[src/hw/rtl/svd4_pkg.sv]
// ----------------------------------------------------------------------------
// svd4_pkg
// Shared types and constants of the 4D surface voxel detector.
// ----------------------------------------------------------------------------
`default_nettype none

package svd4_pkg;

    // Configuration port layout.
    localparam int CFG_IDX_W  = 2;
    localparam int CFG_DATA_W = 7;

    localparam logic [CFG_IDX_W-1:0] CFG_SIZE_X = 2'd0;
    localparam logic [CFG_IDX_W-1:0] CFG_SIZE_Y = 2'd1;
    localparam logic [CFG_IDX_W-1:0] CFG_SIZE_Z = 2'd2;
    localparam logic [CFG_IDX_W-1:0] CFG_SIZE_T = 2'd3;

    // Request kinds on the input channel.
    localparam logic FUNC_VOXEL = 1'b0;
    localparam logic FUNC_DRAIN = 1'b1;

    // Data that travels down the chain of window cells.
    typedef struct packed {
        logic near_bg;  // some voxel in the partial window is background
        logic center;   // the centre voxel is foreground with a nonzero label
    } t_vox;

endpackage

`default_nettype wire

[src/hw/rtl/svd4_stage.sv]
// ----------------------------------------------------------------------------
// svd4_stage
// One window cell: ORs the background flag over three neighbors spaced one
// stride apart along one axis, using two circular delay lines of that stride.
// ----------------------------------------------------------------------------
`default_nettype none

module svd4_stage
    import svd4_pkg::*;
#(
    parameter int DEPTH = 64,
    parameter int MAXD  = 64
) (
    input  wire                          i_clk,
    input  wire                          i_rst_n,
    input  wire                          i_restart,
    input  wire                          i_step,
    input  wire [$clog2(DEPTH+1)-1:0]    i_stride,
    input  wire [$clog2(MAXD+1)-1:0]     i_size,
    input  t_vox                         i_in,
    input  wire                          i_in_valid,
    output t_vox                         o_out,
    output logic                         o_out_valid
);

    localparam int AW = (DEPTH > 1) ? $clog2(DEPTH) : 1;
    localparam int SW = $clog2(DEPTH + 1);
    localparam int DW = $clog2(MAXD + 1);
    localparam int CW = $clog2(MAXD);

    t_vox                 r_mem1 [DEPTH];
    logic                 r_mem2 [DEPTH];
    t_vox                 r_rd1;
    logic                 r_rd2;
    logic [AW-1:0]        r_ptr;
    logic                 r_full;
    logic [CW-1:0]        r_coord;

    logic [AW-1:0]        n_ptr;
    logic                 w_en;
    logic                 w_wrap;
    logic                 w_one;
    logic                 w_lo_ok;
    logic                 w_hi_ok;

    assign w_en    = i_step && i_in_valid;
    assign w_wrap  = (SW'(r_ptr) == i_stride - SW'(1));
    assign n_ptr   = w_wrap ? '0 : r_ptr + AW'(1);
    assign w_one   = (i_stride == SW'(1));
    assign w_lo_ok = (r_coord != '0);
    assign w_hi_ok = (DW'(r_coord) != i_size - DW'(1));

    // Delay lines: write at the pointer, prefetch the next slot.
    always_ff @(posedge i_clk) begin
        if (w_en) begin
            r_mem1[r_ptr] <= i_in;
            r_mem2[r_ptr] <= r_rd1.near_bg;
            r_rd1         <= w_one ? i_in : r_mem1[n_ptr];
            r_rd2         <= w_one ? r_rd1.near_bg : r_mem2[n_ptr];
        end
    end

    always_ff @(posedge i_clk) begin
        if (!i_rst_n || i_restart) begin
            r_ptr   <= '0;
            r_full  <= 1'b0;
            r_coord <= '0;
        end else if (w_en) begin
            r_ptr <= n_ptr;
            if (w_wrap) begin
                r_full <= 1'b1;
            end
            if (r_full && w_wrap) begin
                r_coord <= w_hi_ok ? r_coord + CW'(1) : '0;
            end
        end
    end

    assign o_out_valid    = i_in_valid && r_full;
    assign o_out.near_bg  = (i_in.near_bg && w_hi_ok) || r_rd1.near_bg || (r_rd2 && w_lo_ok);
    assign o_out.center   = r_rd1.center;

endmodule

`default_nettype wire

[config.mk]
export PLATFORM = sky130hd
export DESIGN_NAME = svd4_stage
export DESIGN_NICKNAME = d
export VERILOG_FILES = /design/src/hw/rtl/svd4_pkg.sv /design/src/hw/rtl/svd4_stage.sv
export SDC_FILE = /design/constraint.sdc
export NUM_CORES = 1
export LEC_CHECK = 0
export ABC_CLOCK_PERIOD_IN_PS = 7800
export BUFFER_PORTS_ARGS = -buffer_cell sky130_fd_sc_hd__buf_2
export CAP_MARGIN = 20
export CELL_PAD_IN_SITES_DETAIL_PLACEMENT = 1
export CELL_PAD_IN_SITES_GLOBAL_PLACEMENT = 2
export CORE_UTILIZATION = 45
export CTS_CLUSTER_DIAMETER = 150
export DETAILED_ROUTE_END_ITERATION = 8
export PLACE_DENSITY = 0.75
export SYNTH_ARGS = -nofsm -noshare
export SYNTH_HDL_FRONTEND = slang
export SYNTH_SLANG_ARGS = --single-unit
[constraint.sdc]
create_clock -name i_clk -period 7.8 [get_ports i_clk]
set_input_delay 0.39 -clock i_clk [delete_from_list [all_inputs] [get_ports i_clk]]
set_output_delay 0.39 -clock i_clk [all_outputs]
set_load 0.005 [all_outputs]
After elaboration in Yosys (flattened, before gate mapping)
Memory sizes are Yosys's and may differ from the RTL's.
Index checks and enable logic that the tools add are counted.
W data, S select, Z words.
Word-level totals
  memories kept: 2
  output and inout bits: 3
  latch bits: 0
  bits of input ports: 21
  register bits: 16
  word-level logic and storage cells: 33
  ROM bits: 0
  memory bits (writable): 192
Operators by class
  multiply operators: 0
  divide/modulo/power cells: 0
  bitwise operators: 0
  shift operators: 0
  add/subtract/negate cells: 4
  multiplexer cells: 6
  reduce and logical (&&, ||, !) cells: 12
  magnitude comparators: 0
  eq/ne operators: 3
Memories
  r_mem1: depth 64, bits a word 2, read ports 1, clocked after memory_dff 0, wr ports 1, line svd4_stage.sv:31  | t_vox r_mem1 [DEPTH];
  r_mem2: depth 64, bits a word 1, read ports 1, clocked after memory_dff 0, wr ports 1, line svd4_stage.sv:32  | logic r_mem2 [DEPTH];
Operators by type and width (number)
  $sub A7 B1 Y7 const B: 2
  $add A6 B1 Y6 const B: 2
  $mux W6: 2
  $eq A6 B7 Y1: 1
  $eq A7 B1 Y1 const B: 1
  $ne A6 B7 Y1: 1
  $reduce_bool A6 Y1: 1
  $logic_and A1 B1 Y1: 5
  $reduce_and A2 Y1: 2
  $logic_or A1 B1 Y1: 3
  $mux W1: 3
  $mux W2: 1
  $logic_not A1 Y1: 1

Logic depth before layout (Yosys ltp)
Gate-level depths: netlist of run 1.
  depth after elaboration: 5
  gate-level depth with buffers: 11

Least setup slack after synthesis of run 1
Ideal clock, no wire load.
  path type: input-to-reg
  start point: in i_stride[2]
  end point: reg r_rd1 (netlist bit o_out[0]) (data pin)
  slack: 4852 ps
  required time: 7539 ps
  arrival: 2687 ps
  stages on the path: 8
  setup time: 261 ps
  path through: or3_1 -> or4_1 -> a2111oi_2 -> buf_4 -> a32oi_1 -> o22a_1 -> o221a_2 -> a221o_1
On the way
  word-level cells in the longest chain between the ends: 5
  elaborated cells between the ends (all ways): 6
  classes of those cells: 1 x add/sub; 2 x eq/ne; 2 x mux; 1 x memory
RTL lines
  start, declared: line svd4_stage.sv:18  | input wire [$clog2(DEPTH+1)-1:0] i_stride,
  $sub A7 B1 Y7: line svd4_stage.sv:47  | assign w_wrap = (SW'(r_ptr) == i_stride - SW'(1));
  $eq A6 B7 Y1: line svd4_stage.sv:47
  $mux W6: line svd4_stage.sv:48  | assign n_ptr = w_wrap ? '0 : r_ptr + AW'(1);
  $mem_v2 Z64 W2
  $mux W2 *: line svd4_stage.sv:58  | r_rd1 <= w_one ? i_in : r_mem1[n_ptr];
  end signal, assigned: line svd4_stage.sv:58
  end, declared: line svd4_stage.sv:33  | t_vox r_rd1;
Mark *: on every way between the ends. The rest lies on a longest branch, timed or not.
A chain may end at the register's enable or synchronous reset.

Worst setup path in the final report of run 1
  start point: reg r_ptr[1]
  end point: reg r_rd1[1] in the netlist's numbering (data pin)
On the way
  word-level cells in the longest chain between the ends: 4
  elaborated cells between the ends (all ways): 5
  classes of those cells: 1 x add/sub; 1 x eq/ne; 2 x mux; 1 x memory
RTL lines
  start, declared: line svd4_stage.sv:35  | logic [AW-1:0] r_ptr;
  start signal, assigned: line svd4_stage.sv:69  | r_ptr <= n_ptr;
  $add A6 B1 Y6 or $eq A6 B7 Y1 (tied branches): line svd4_stage.sv:48, svd4_stage.sv:47
  $mux W6 *: line svd4_stage.sv:48
  $mem_v2 Z64 W2 *
  $mux W2 *: line svd4_stage.sv:58
Marked as above.

==> flow_summary.json, run 1 <==
{
  "max_freq_mhz": 255,
  "postSynthAreaPerCell_um2": 14.2,
  "critical_path_required_ns": 8.04,
  "n_fill_cell": 1909,
  "diodes": 0,
  "die_x_um": 145,
  "rsz0062_at_grt": "no",
  "ys_seq_area_frac": 0.665,
  "io_pins": 24,
  "max_slew_margin": 0.281,
  "power_density_nw_per_um2": 228,
  "yosys_register_bits": 208,
  "synth_top_area_frac": 0.637,
  "num_vias": 5652,
  "die_area_um2": 21000,
  "worstSetupPathType": "reg2reg",
  "wl_per_cell_um": 25.2,
  "skew_ns": 0.0148,
  "cts_max_path_buffers": 3,
  "yosys.area.top_type": "edfxtp_1",
  "layout.nets": 697,
  "layout_commonest_cell": "edfxtp_1",
  "fp-row-count": 51,
  "status": "complete, no violations",
  "fin_ws_ns": 3.89,
  "synth_area_leaders": "edfxtp_1, mux4_2, nor2_1, dfxtp_1, nand2_1",
  "placed_cells": 910,
  "start_util": 0.466,
  "drv_cap": 0,
  "finalCritPeriodShare": 0.502,
  "finalWorstPathRequiredPeriod_ns": 3.91,
  "drtAntennaViolNets": 0,
  "vdd_drop_max_v": 0.000172,
  "start_kind": "register",
  "final_max_slew_viol_count": 0,
  "die_h_um": 145,
  "synth-edff-count": 195,
  "fin_tns_setup_ns": 0,
  "vias_per_cell": 5.96,
  "areaGrowthSynthToFinish_pct": 12.1,
  "cts_buffers": 23,
  "synth_area_um2": 9190,
  "worstHoldPathType": "in2reg",
  "cts.sinks": 208,
  "wirelength_mm": 23.9,
  "overflow": 0,
  "globalplace.congestion": 0.805,
  "worstPathMaxFanout": 30,
  "synth_nets": 675,
  "drcViolationCount": 0,
  "root_buffer": "clkbuf_16",
  "cts.clk_slew.worst_paths_ns": 0.06,
  "grt_pass1_vias": 6064,
  "grt.total_usage": 0.233,
  "layout-drive-gt1-share": 0.168,
  "holdWs_ns": 0.315,
  "dp_hpwl_mm": 14.9,
  "worst_pin_slew_ns": 1.07,
  "ys_types": 67,
  "tritoncts": "yes",
  "cts_setup_buffers": 0,
  "port_buffers": 23,
  "cp.arrival_ns": 4.16,
  "fin_cells": 949,
  "h-tree-depth": 1,
  "most-common-layout-cells": "edfxtp_1, nor2_1, nand2_1",
  "hold_buffers": 0,
  "async_flop_share": 0,
  "crit_path_end_kind": "register",
  "p_leak_nw": 3.15,
  "grt_pass1_wl_mm": 36.7,
  "finalHoldViolCount": 0,
  "setup_viol": 0,
  "total_power_mw": 2.35,
  "postCtsResizedCells": 0,
  "core_area_um2": 19700,
  "antenna_found_initial": 0,
  "syn_inst": 648,
  "grt_max_degree": 67,
  "firstDrtPassIters": 5,
  "synth_flop_cell": "edfxtp_1",
  "post-place-ws_ns": 3.93,
  "yosysWarnings": 0,
  "clock_latency_ns": 0.51,
  "drtIter0Drc": 398
}
-- flip-flops by register name (all words and copies together) (netlist names) --
signal / count
r_ptr: 6
r_coord: 6
r_mem2: 64
r_rd2: 1
r_mem1: 128
r_rd1: 1
r_full: 1
o_out: 1
-- stage by stage --
stage	util	cell area [um2]
floorplan	-	9190
global placement	0.486	9580
detailed placement	0.486	9580
CTS	0.523	10300
global route	0.523	10300
finish	0.523	10300
-- report_power, final --
part           total [mW]  internal (mW)  leakage, nW  switching, mW
Combinational      0.0840         0.0290        0.943         0.0551
Sequential           1.22           1.22         1.86        0.00118
Clock                1.05          0.636        0.350          0.412
Total                2.35           1.89         3.15          0.468
-- synthesized netlist by cell type, types with 3 or more instances --
| cell | number |
|---|---|
| ha_1 | 6 |
| buf_2 | 4 |
| o21ai_0 | 12 |
| nor4_1 | 4 |
| nand3b_1 | 3 |
| or3_1 | 7 |
| nand3_1 | 12 |
| nand4_1 | 6 |
| buf_4 | 3 |
| o2111ai_1 | 4 |
| xor2_1 | 5 |
| a21oi_1 | 17 |
| nand2_1 | 59 |
| inv_1 | 12 |
| dfxtp_1 | 13 |
| a32oi_1 | 4 |
| buf_1 | 8 |
| nor3_1 | 9 |
| nand2b_1 | 3 |
| a31oi_1 | 15 |
| a211oi_1 | 4 |
| mux2_2 | 7 |
| nor3b_1 | 3 |
| mux4_2 | 33 |
| a221o_1 | 4 |
| edfxtp_1 | 195 |
| xnor2_1 | 22 |
| clkbuf_1 | 22 |
| mux2i_1 | 10 |
| nor2_1 | 93 |
| nor2b_1 | 5 |
-- cell families (layout without fill, tap and decap cells) --
group	after synthesis	count (layout)	synth area share
xor+xnor	27	27	0.0257
mux	50	50	0.100
buf+inv	51	87	0.0234
simple gates	217	217	0.107
fa+ha+maj	6	6	0.00817
flops	208	208	0.665
compound gates	89	89	0.0700
-- path summary, 6_finish.rpt --
path / slack (ns) / start / endpoint / cells past startpoint
worst max-delay path: 3.89 / r_ptr[1] / r_rd1[1] / 9
worst min-delay path: 0.31 / i_rst_n / r_ptr[1] / 3
worst max register to register: 3.89 / r_ptr[1] / r_rd1[1] / 9
worst min register to register: 0.58 / r_coord[5] / r_coord[5] / 2
-- worst max-delay path, cell delays in order, from the launching register on --
cell       delay [ns]
dfxtp_1          0.52
ha_2             0.37
xor2_4           0.82
buf_4            0.50
mux4_2           0.40
a2111oi_0        0.51
nor4_1           0.11
nand4_1          0.13
o311a_1          0.18
nand4_1          0.09
-- layout make-up --
cell class,count,area [um2],share of cell area
Tap cell,265,332,0.0322
Sequential cell,208,6120,0.594
Timing Repair Buffer,35,205,0.0199
Inverter,13,48.8,0.00474
Clock buffer,28,594,0.0577
Clock inverter,11,126,0.0123
Multi-Input combinational cell,389,2880,0.280
-- routing by layer --
layer	up-vias	GRT usage	share of wire	wire, um
li1	2530	-	-	-
met1	2911	0.310	0.43	10400
met2	179	0.388	0.49	11700
met3	32	0.0390	0.056	1330
met4	0	0.0750	0.022	515
met5	-	0	0	0
(Power assumes the default switching activity.)
==> inputs of run 2 (changes only) <==
--- a/config.mk
+++ b/config.mk
@@ -5,15 +5,15 @@
 export SDC_FILE = /design/constraint.sdc
 export NUM_CORES = 1
 export LEC_CHECK = 0
-export ABC_CLOCK_PERIOD_IN_PS = 7800
+export ABC_CLOCK_PERIOD_IN_PS = 3400
 export BUFFER_PORTS_ARGS = -buffer_cell sky130_fd_sc_hd__buf_2
 export CAP_MARGIN = 20
 export CELL_PAD_IN_SITES_DETAIL_PLACEMENT = 1
 export CELL_PAD_IN_SITES_GLOBAL_PLACEMENT = 2
-export CORE_UTILIZATION = 45
+export CORE_UTILIZATION = 41
 export CTS_CLUSTER_DIAMETER = 150
 export DETAILED_ROUTE_END_ITERATION = 8
-export PLACE_DENSITY = 0.75
+export PLACE_DENSITY = 0.72
 export SYNTH_ARGS = -nofsm -noshare
 export SYNTH_HDL_FRONTEND = slang
 export SYNTH_SLANG_ARGS = --single-unit
==> constraint.sdc (replaced) <==
create_clock -name i_clk -period 3.4 [get_ports i_clk]
set_input_delay 0.17 -clock i_clk [delete_from_list [all_inputs] [get_ports i_clk]]
set_output_delay 0.17 -clock i_clk [all_outputs]
set_load 0.005 [all_outputs]
==> run 2 against run 1 <==
Highest routed layer unchanged. First-iteration DRC count up 24%. Largest cell class unchanged. Critical path type unchanged. Hold slack worse by 0.21 ns. Wire length is 2.8% higher. Core utilization decreased by 4.5 points. Fmax grew 36%. Clock power rose by 130%. Global-route usage decreased by 0.95 points. Clock skew fell by 0.0064 ns. Critical endpoint is now r_rd2.
==> flow_summary.json, run 2 (same netlist as run 1, synthesis figures left out) <==
{
  "multiInputGateArea_um2": 2880,
  "cts_max_path_buffers": 3,
  "holdWs_ns": 0.105,
  "die_area_um2": 23000,
  "worstHoldPathType": "in2reg",
  "p_leak_nw": 3.23,
  "globalplace.congestion": 0.874,
  "fin_tns_setup_ns": 0,
  "vias_per_cell": 5.80,
  "finalWorstPathRequiredPeriod_ns": 2.87,
  "antenna_found_initial": 0,
  "overflow": 0,
  "finalHoldViolCount": 0,
  "num_vias": 5671,
  "grt.total_usage": 0.223,
  "cts.sinks": 208,
  "die_x_um": 152,
  "n_fill_cell": 2185,
  "wirelength_mm": 24.5,
  "die_h_um": 152,
  "root_buffer": "clkbuf_16",
  "worstPathMaxFanout": 36,
  "wl_per_cell_um": 25.1,
  "drtAntennaViolNets": 0,
  "fp-row-count": 54,
  "fin_ws_ns": 0.530,
  "postCtsResizedCells": 0,
  "start_kind": "register",
  "grt_pass1_wl_mm": 37.4,
  "core_area_um2": 21900,
  "seq_area_um2": 6120,
  "skew_ns": 0.00837,
  "worst_pin_slew_ns": 0.874,
  "status": "complete, no violations",
  "io_pins": 24,
  "critical_path_required_ns": 3.72,
  "dp_hpwl_mm": 16.3,
  "layout.nets": 711,
  "finalCritPeriodShare": 0.844,
  "diodes": 0,
  "utilization": 0.478,
  "max_slew_margin": 0.417,
  "clock_latency_ns": 0.50,
  "max_freq_mhz": 348,
  "layout_commonest_cell": "edfxtp_1",
  "layout-drive-gt1-share": 0.188,
  "setup_viol": 0,
  "largest_register_ff_count": 128,
  "hold_buffers": 0,
  "max_flop_register": "r_mem1",
  "drv_cap": 0,
  "cts_buffers": 23,
  "h-tree-depth": 1,
  "cp.arrival_ns": 3.19,
  "most-common-layout-cells": "edfxtp_1, nor2_1, nand2_1",
  "crit_path_end_kind": "register",
  "tritoncts": "yes",
  "drcViolationCount": 0,
  "power_density_nw_per_um2": 519,
  "drtIter0Drc": 495,
  "post-place-ws_ns": 0.340,
  "vdd_drop_max_v": 0.000291,
  "port_buffers": 23,
  "rsz0062_at_grt": "no",
  "start_util": 0.420,
  "cts.clk_slew.worst_paths_ns": 0.06,
  "grt_max_degree": 55,
  "final_max_slew_viol_count": 0,
  "worstSetupPathType": "reg2reg",
  "cts_setup_buffers": 0,
  "reg.largest.list": "r_mem1: 128 flops, r_mem2: 64 flops",
  "firstDrtPassIters": 5,
  "grt_pass1_vias": 6069,
  "areaGrowthSynthToFinish_pct": 13.7
}
run 2: cell count changes in the layout (fill, tap and decap cells not counted), sizes merged:
cell and change:
clkbuf -1, buf +14, clkinvlp +1, clkinv -1
run 2: through the flow:
stage          std cells  instance area (um2)  total power [mW]
2_1_floorplan        648                 9190              2.96
3_3_place_gp         939                 9730              3.05
3_5_place_dp         939                 9730              3.06
4_1_cts              977                10500              5.48
5_1_grt              977                10500              5.57
6_report             977                10500              5.42
run 2: area by class of cell:
class / count / share of cell area
Clock inverter: 11 / 0.0126
Multi-Input combinational cell: 389 / 0.276
Inverter: 13 / 0.00467
Tap cell: 280 / 0.0335
Sequential cell: 208 / 0.585
Timing Repair Buffer: 49 / 0.0321
Clock buffer: 27 / 0.0565
run 2: layer usage:
metal / GRT usage / up-vias / part of all wire
li1: - / 2555 / -
met1: 0.304 / 2933 / 0.44
met2: 0.379 / 157 / 0.50
met3: 0.0308 / 26 / 0.046
met4: 0.0505 / 0 / 0.017
met5: 0 / - / 0
run 2: report_power, final:
group	internal [mW]	switching, mW	total, mW
clock network	1.46	0.962	2.42
registers	2.80	0.00443	2.80
logic	0.0707	0.127	0.198
total	4.33	1.09	5.42
run 2: final timing paths:
| path | startpoint | to | slack, ns | depth (start not counted) |
|---|---|---|---|---|
| hold / removal | i_rst_n | r_ptr[2] | 0.11 | 3 |
| setup reg to reg | r_ptr[2] | r_rd2 | 0.53 | 7 |
| setup / recovery | r_ptr[2] | r_rd2 | 0.53 | 7 |
| hold reg to reg | r_coord[1] | r_coord[1] | 0.61 | 2 |
run 2: worst max-delay path: stages (launching register included):
cell      delay, ns
dfxtp_1        0.63
xor2_4         0.41
buf_12         0.28
mux2i_1        0.12
a221oi_1       0.43
o22ai_1        0.17
a221o_1        0.36
a221oi_2       0.26
